`src/hw/rtl/dtwpb_pkg.sv`:
```
// Shared types, constants and helpers for the DTW path backtrace block.
// No dependencies; imported by every module of the block.
`default_nettype none

package dtwpb_pkg;

   localparam int MAX_DIM    = 64;
   localparam int COST_BITS  = 32;
   localparam int DIM_BITS   = $clog2(MAX_DIM);
   localparam int COST_DEPTH = MAX_DIM * MAX_DIM;
   localparam int COST_ABITS = 2 * DIM_BITS;
   localparam int PATH_DEPTH = 2 * MAX_DIM;
   localparam int PATH_BITS  = $clog2(PATH_DEPTH);

   // request / response field widths
   localparam int OP_W    = 2;
   localparam int POS_W   = 7;
   localparam int CFG_W   = 7;
   localparam int IDX_W   = 7;
   localparam int STAT_W  = 2;
   localparam int PT_W    = 6;
   localparam int LEN_W   = 7;
   localparam int REQ_DW  = 56;
   localparam int RSP_DW  = 24;

   localparam logic [CFG_W-1:0] DIM_RESET = CFG_W'(MAX_DIM);

   typedef enum logic [OP_W-1:0] {
      OP_WRITE = 2'd0,
      OP_TRACE = 2'd1,
      OP_READ  = 2'd2
   } op_type;

   typedef enum logic [STAT_W-1:0] {
      ST_OK        = 2'd0,
      ST_BAD_START = 2'd1,
      ST_BAD_INDEX = 2'd2,
      ST_BAD_ADDR  = 2'd3
   } status_type;

   typedef enum logic {
      REG_N_ROWS = 1'b0,
      REG_N_COLS = 1'b1
   } reg_idx_type;

   typedef struct packed {
      logic                 en;
      logic [DIM_BITS-1:0]  row;
      logic [DIM_BITS-1:0]  col;
      logic [COST_BITS-1:0] data;
   } cost_wr_type;

   typedef struct packed {
      logic                 en;
      logic [PATH_BITS-1:0] idx;
      logic [DIM_BITS-1:0]  row;
      logic [DIM_BITS-1:0]  col;
   } path_wr_type;

   typedef struct packed {
      logic                 done;
      logic [PATH_BITS-1:0] count;
   } trace_done_type;

   // size in use: zero acts as one, anything above MAX_DIM as MAX_DIM
   function automatic logic [CFG_W-1:0] eff_dim(input logic [CFG_W-1:0] r);
      logic [CFG_W-1:0] d;
      if (r == '0) begin
         d = CFG_W'(1);
      end else if (r > DIM_RESET) begin
         d = DIM_RESET;
      end else begin
         d = r;
      end
      return d;
   endfunction

endpackage

`default_nettype wire

```
`src/hw/rtl/dtwpb_csr.sv`:
```
// Configuration registers (n_rows, n_cols) behind an APB-style port.
// Depends on dtwpb_pkg.
`default_nettype none

module dtwpb_csr
   import dtwpb_pkg::*;
(
   input  wire logic             clock,
   input  wire logic             reset,
   input  wire logic             csr_psel,
   input  wire logic             csr_penable,
   input  wire logic             csr_pwrite,
   input  wire logic [2:0]       csr_paddr,
   input  wire logic [31:0]      csr_pwdata,
   output logic      [31:0]      csr_prdata,
   output logic                  csr_pready,
   output logic      [CFG_W-1:0] n_rows,
   output logic      [CFG_W-1:0] n_cols
);

   logic [CFG_W-1:0] n_rows_ff, n_rows_in;
   logic [CFG_W-1:0] n_cols_ff, n_cols_in;
   logic             wr_en;
   reg_idx_type      sel;

   assign csr_pready = 1'b1;
   assign wr_en      = csr_psel && csr_penable && csr_pwrite && csr_pready;
   assign sel        = reg_idx_type'(csr_paddr[2]);

   always_comb begin
      n_rows_in = n_rows_ff;
      n_cols_in = n_cols_ff;
      if (wr_en) begin
         unique case (sel)
            REG_N_ROWS: n_rows_in = csr_pwdata[CFG_W-1:0];
            REG_N_COLS: n_cols_in = csr_pwdata[CFG_W-1:0];
            default:    n_rows_in = n_rows_ff;
         endcase
      end
   end

   always_comb begin
      unique case (sel)
         REG_N_ROWS: csr_prdata = {{(32-CFG_W){1'b0}}, n_rows_ff};
         REG_N_COLS: csr_prdata = {{(32-CFG_W){1'b0}}, n_cols_ff};
         default:    csr_prdata = '0;
      endcase
   end

   always_ff @(posedge clock) begin
      if (reset) begin
         n_rows_ff <= DIM_RESET;
         n_cols_ff <= DIM_RESET;
      end else begin
         n_rows_ff <= n_rows_in;
         n_cols_ff <= n_cols_in;
      end
   end

   assign n_rows = n_rows_ff;
   assign n_cols = n_cols_ff;

endmodule

`default_nettype wire

```
`config.mk`:
```
export PLATFORM = sky130hd
export DESIGN_NAME = dtwpb_csr
export DESIGN_NICKNAME = d
export VERILOG_FILES = /design/src/hw/rtl/dtwpb_pkg.sv /design/src/hw/rtl/dtwpb_csr.sv
export SDC_FILE = /design/constraint.sdc
export NUM_CORES = 1
export LEC_CHECK = 0
export ABC_AREA = 1
export BUFFER_PORTS_ARGS = -buffer_cell sky130_fd_sc_hd__buf_2
export CAP_MARGIN = 20
export CORE_ASPECT_RATIO = 1.5
export CORE_UTILIZATION = 38
export CTS_CLUSTER_DIAMETER = 150
export CTS_CLUSTER_SIZE = 14
export DETAILED_ROUTE_END_ITERATION = 8
export HOLD_SLACK_MARGIN = 0.02
export PLACE_DENSITY_LB_ADDON = 0.2
export SYNTH_ARGS = -nofsm -noshare
export SYNTH_HDL_FRONTEND = slang
export SYNTH_SLANG_ARGS = --single-unit
```
`constraint.sdc`:
```
create_clock -name clock -period 2.3 [get_ports clock]
set_clock_uncertainty 0.2 [all_clocks]
set_input_delay 0.115 -clock clock [delete_from_list [all_inputs] [get_ports clock]]
set_output_delay 0.115 -clock clock [all_outputs]
set_load 0.05 [all_outputs]
```
## Word level (Yosys, flattened, before mapping)

Index checks and enable logic that the tools add are counted.

| word-level totals | value |
|---|---|
| input port bits | 40 |
| ROM bits | 0 |
| latch bits | 0 |
| word-level logic and storage cells | 8 |
| bits in writable memories | 0 |
| bits in registers | 14 |
| output and inout bits | 47 |
| memories | 0 |

| cells by class | value |
|---|---|
| multiplexer cells | 1 |
| bitwise operators | 1 |
| shifts and indexed selects | 0 |
| multiply operators | 0 |
| add/sub/neg operators | 0 |
| eq/ne operators | 0 |
| reduce and logical (&&, ||, !) cells | 4 |
| magnitude comparators | 0 |
| div/mod/pow operators | 0 |

Operators with widths:

| kind | count |
|---|---|
| 32-bit case mux with 2 select lines | 1 |
| 2-bit AND reduction | 2 |
| 1-bit logical AND | 2 |
| 1-bit inverter | 1 |

## Longest topological paths before layout

| logic depth | value |
|---|---|
| depth after elaboration | 3 |
| gate-level depth with buffers | 6 |
| depth with buffers taken out | 5 |

## Worst setup path before layout

OpenSTA, ideal clock, no wires.

| timing path | value |
|---|---|
| path kind | register to output |
| start point | register n_cols_ff[0], in the netlist n_cols[0] |
| end point | output csr_prdata[0] |
| cell stages (with the launch flop) | 3 |
| buffers on the path | 0 |
| data arrival time | 1.079 ns |
| path slack | 0.906 ns |
| cell sequence | dfxtp_1 > nand2_1 > nand2_1 |

| on the way | value |
|---|---|
| word-level cells in the longest chain between the ends | 1 |

Ends and longest elaborated chain:

| what | RTL line | text |
|---|---|---|
| from (decl) | dtwpb_csr.sv:22 | `logic [CFG_W-1:0] n_cols_ff, n_cols_in;` |
| from (signal assigned) | dtwpb_csr.sv:56 | `n_cols_ff <= n_cols_in;` |
| 32-bit case mux with 2 select lines | dtwpb_csr.sv:43 | `unique case (sel)` |
| to (decl) | dtwpb_csr.sv:15 | `output logic [31:0] csr_prdata,` |

Every way passes these cells. The select of a mux whose other input is x is not followed.

## Final worst setup path

| timing path | value |
|---|---|
| start point | register n_cols_ff[3], in the netlist n_cols[3] |
| end point | output csr_prdata[3] |

The elaborated chain is that of the path after synthesis.

==> flow_metrics.env <==
export IMPL_vias_per_cell=4.43
export IMPL_path_common_cell="nand2_1"
export IMPL_grt_pass1_vias=624
export IMPL_whs_ns=0.0443
export IMPL_clkTransAtPathRegs_ns=0.09
export IMPL_grt_use_total=0.125
export IMPL_path_buf_inv=1
export IMPL_status="finished clean"
export IMPL_drive_gt1_frac=0.249
export IMPL_fin_crit_sh=0.581
export IMPL_ys_seq_area_frac=0.310
export IMPL_dp_hpwl_mm=1.30
export IMPL_fin_crit_ns=1.34
export IMPL_crit_end="csr_prdata[3]"
export IMPL_pin_count=87
export IMPL_die_h_microns=61.7
export IMPL_cp_cell_sequence="nand2_1 -> nand2_1 -> buf_2"
export IMPL_start_util=0.404
export IMPL_startpoint_type="flop"
export IMPL_synth_seq_cells=14
export IMPL_synthToLayoutAreaGrowth_pct=17.2
export IMPL_port_buffer_count=33
export IMPL_crit_path_end_kind="output pin"
export IMPL_layout_setup_ws_ns=0.963
export IMPL_drv_slew=0
export IMPL_crit_slowest_cell="dfxtp_1"
export IMPL_grt_overflow_total=0
export IMPL_final_setup_tns_ns=0
export IMPL_cts_tree="yes"
export IMPL_final_design_area_no_fill_sq_um=1060
export IMPL_required_ns=1.99
export IMPL_h_tree_depth=1
export IMPL_antennaDiodeCount=0
export IMPL_ys_types=16
export IMPL_cp_top_family="flip-flops"
export IMPL_drtAntennaViolNets=0
export IMPL_crit_arrival_ns=1.02
export IMPL_grt_max_degree=17
export IMPL_dp_slack_ns=1.06
export IMPL_place_area_sq_um=952
export IMPL_r2r_end="n_cols[0]$_SDFFE_PP0P_"
export IMPL_fillers=259
export IMPL_powerDensity_nw_per_um2=616
export IMPL_final_cell_mix="nand2_1, buf_2, conb_1"
export IMPL_report_final_setup_viol=0
export IMPL_r2r_start="n_cols[0]$_SDFFE_PP0P_"
export IMPL_crit_start="n_cols[3]$_SDFFE_PP0P_"
export IMPL_cts_buffers=3
export IMPL_cp_max_fo=3
export IMPL_antenna_found_initial=0
export IMPL_finalPower_uw=652
export IMPL_die_w_microns=41.8
export IMPL_yosysWarnings=0
export IMPL_synthesis_area_sq_um=903
export IMPL_rsz0062_at_grt="no"
export IMPL_wirelength_mm=1.70
export IMPL_post_cts_setup_buffers=0
export IMPL_dieArea_sq_um=2580
export IMPL_first_pass_iters=4
export IMPL_hold_violations=0
export IMPL_rrSetupSlack_ns=1.51
export IMPL_fmax_mhz=748
export IMPL_p_leak_nw=0.605
export IMPL_vias=868
export IMPL_netlist_instances=136
export IMPL_final_common_cell="nand2_1"
export IMPL_ctsRootBufferMaster="clkbuf_4"
export IMPL_min_path_type="primary input to flop"
export IMPL_gp_congestion=0.730
export IMPL_cts_sinks=14
export IMPL_rows=21
export IMPL_coreArea_sq_um=2230
export IMPL_cpPeakStageDelay_ns=0.37
export IMPL_drc=0
export IMPL_insertion_delay_ns=0.27
export IMPL_worstSetupPathDepth=3
export IMPL_avgSynthCellArea_sq_um=6.64
export IMPL_grt_pass1_wl_mm=2.44
export IMPL_reg2reg_depth=2
export IMPL_clockBufferDepth=2
export IMPL_path_class="flop to output pin"
export IMPL_dr_first_iter_drc_count=12
export IMPL_ir_drop_mv=0.240
export IMPL_maxCapViolCount=0
export IMPL_nNetsFinal=214
export IMPL_avgRoutedWirePerCell_microns=8.68
synth_stat cells, drive strengths merged:
master | number | area share
nand2 | 36 | 0.15
buf | 31 | 0.26
nor2 | 27 | 0.13
nand3 | 15 | 0.089
dfxtp | 14 | 0.31
inv | 9 | 0.040
conb | 2 | 0.0083
o21ai | 2 | 0.011
area by class of cell:
cell class                 count  area (sq um)  share of cell area
inverter                       9          36.3              0.0343
multi-input combinational    106           442               0.417
clock buffer                   4          36.3              0.0343
timing repair buffer          40           235               0.222
tap                           23          28.8              0.0272
sequential                    14           280               0.265
worst min-delay path by stage:
stage	cells past startpoint	slack [ns]	endpoint	from
after floorplan	2	0.04	n_cols[6]$_SDFFE_PP1P_	csr_pwdata[6]
after global placement	3	0.15	n_cols[6]$_SDFFE_PP1P_	csr_pwdata[6]
after detailed placement	3	0.16	n_rows[6]$_SDFFE_PP1P_	csr_pwdata[6]
after CTS	4	0.04	n_cols[6]$_SDFFE_PP1P_	csr_penable
after global routing	4	0.07	n_cols[6]$_SDFFE_PP1P_	csr_penable
final	4	0.04	n_cols[6]$_SDFFE_PP1P_	csr_penable
sequential cells by signal, indices dropped and copies added (netlist names):
name,cells
n_cols,7
n_rows,7
timing repair:
item	in CTS	in global routing
endpoints found under the hold margin	14	0
hold buffers	7	0
gates resized for setup	0	0
metal layers:
metal  up-vias  GRT usage  part of all wire
met5         -          0                 0
met4         0     0.0829             0.015
met3         2    0.00867             0.037
met2        29      0.248              0.56
met1       402      0.125              0.39
li1        435          -                 -
metrics by stage:
stage / std cells / utilization
6_report: 196 / 0.474
5_1_grt: 196 / 0.474
4_1_cts: 196 / 0.474
3_5_place_dp: 185 / 0.426
3_3_place_gp: 185 / 0.426
2_1_floorplan: 160 / -
cell families (layout without fill, tap and decap cells):
logic type,count (synthesis),after routing,synth area share
AOI/OAI and AO/OA,2,2,0.0111
and+or+nand+nor,78,78,0.370
buffers and inverters,40,53,0.301
DFF,14,14,0.310
other,2,26,0.00831
worst register-to-register path: stages (launching register included):
cell and delay [ns]:
dfxtp_1 0.33, nor2_1 0.11, nor2_1 0.05
where the power goes:
group	total [mW]	leakage, nW	switching, mW	internal, mW
clock	0.174	0.0210	0.0783	0.0962
combinational	0.221	0.470	0.183	0.0379
sequential	0.257	0.114	0.00583	0.251
total	0.652	0.605	0.267	0.385
Note: power is estimated with default switching activity, not from simulation.
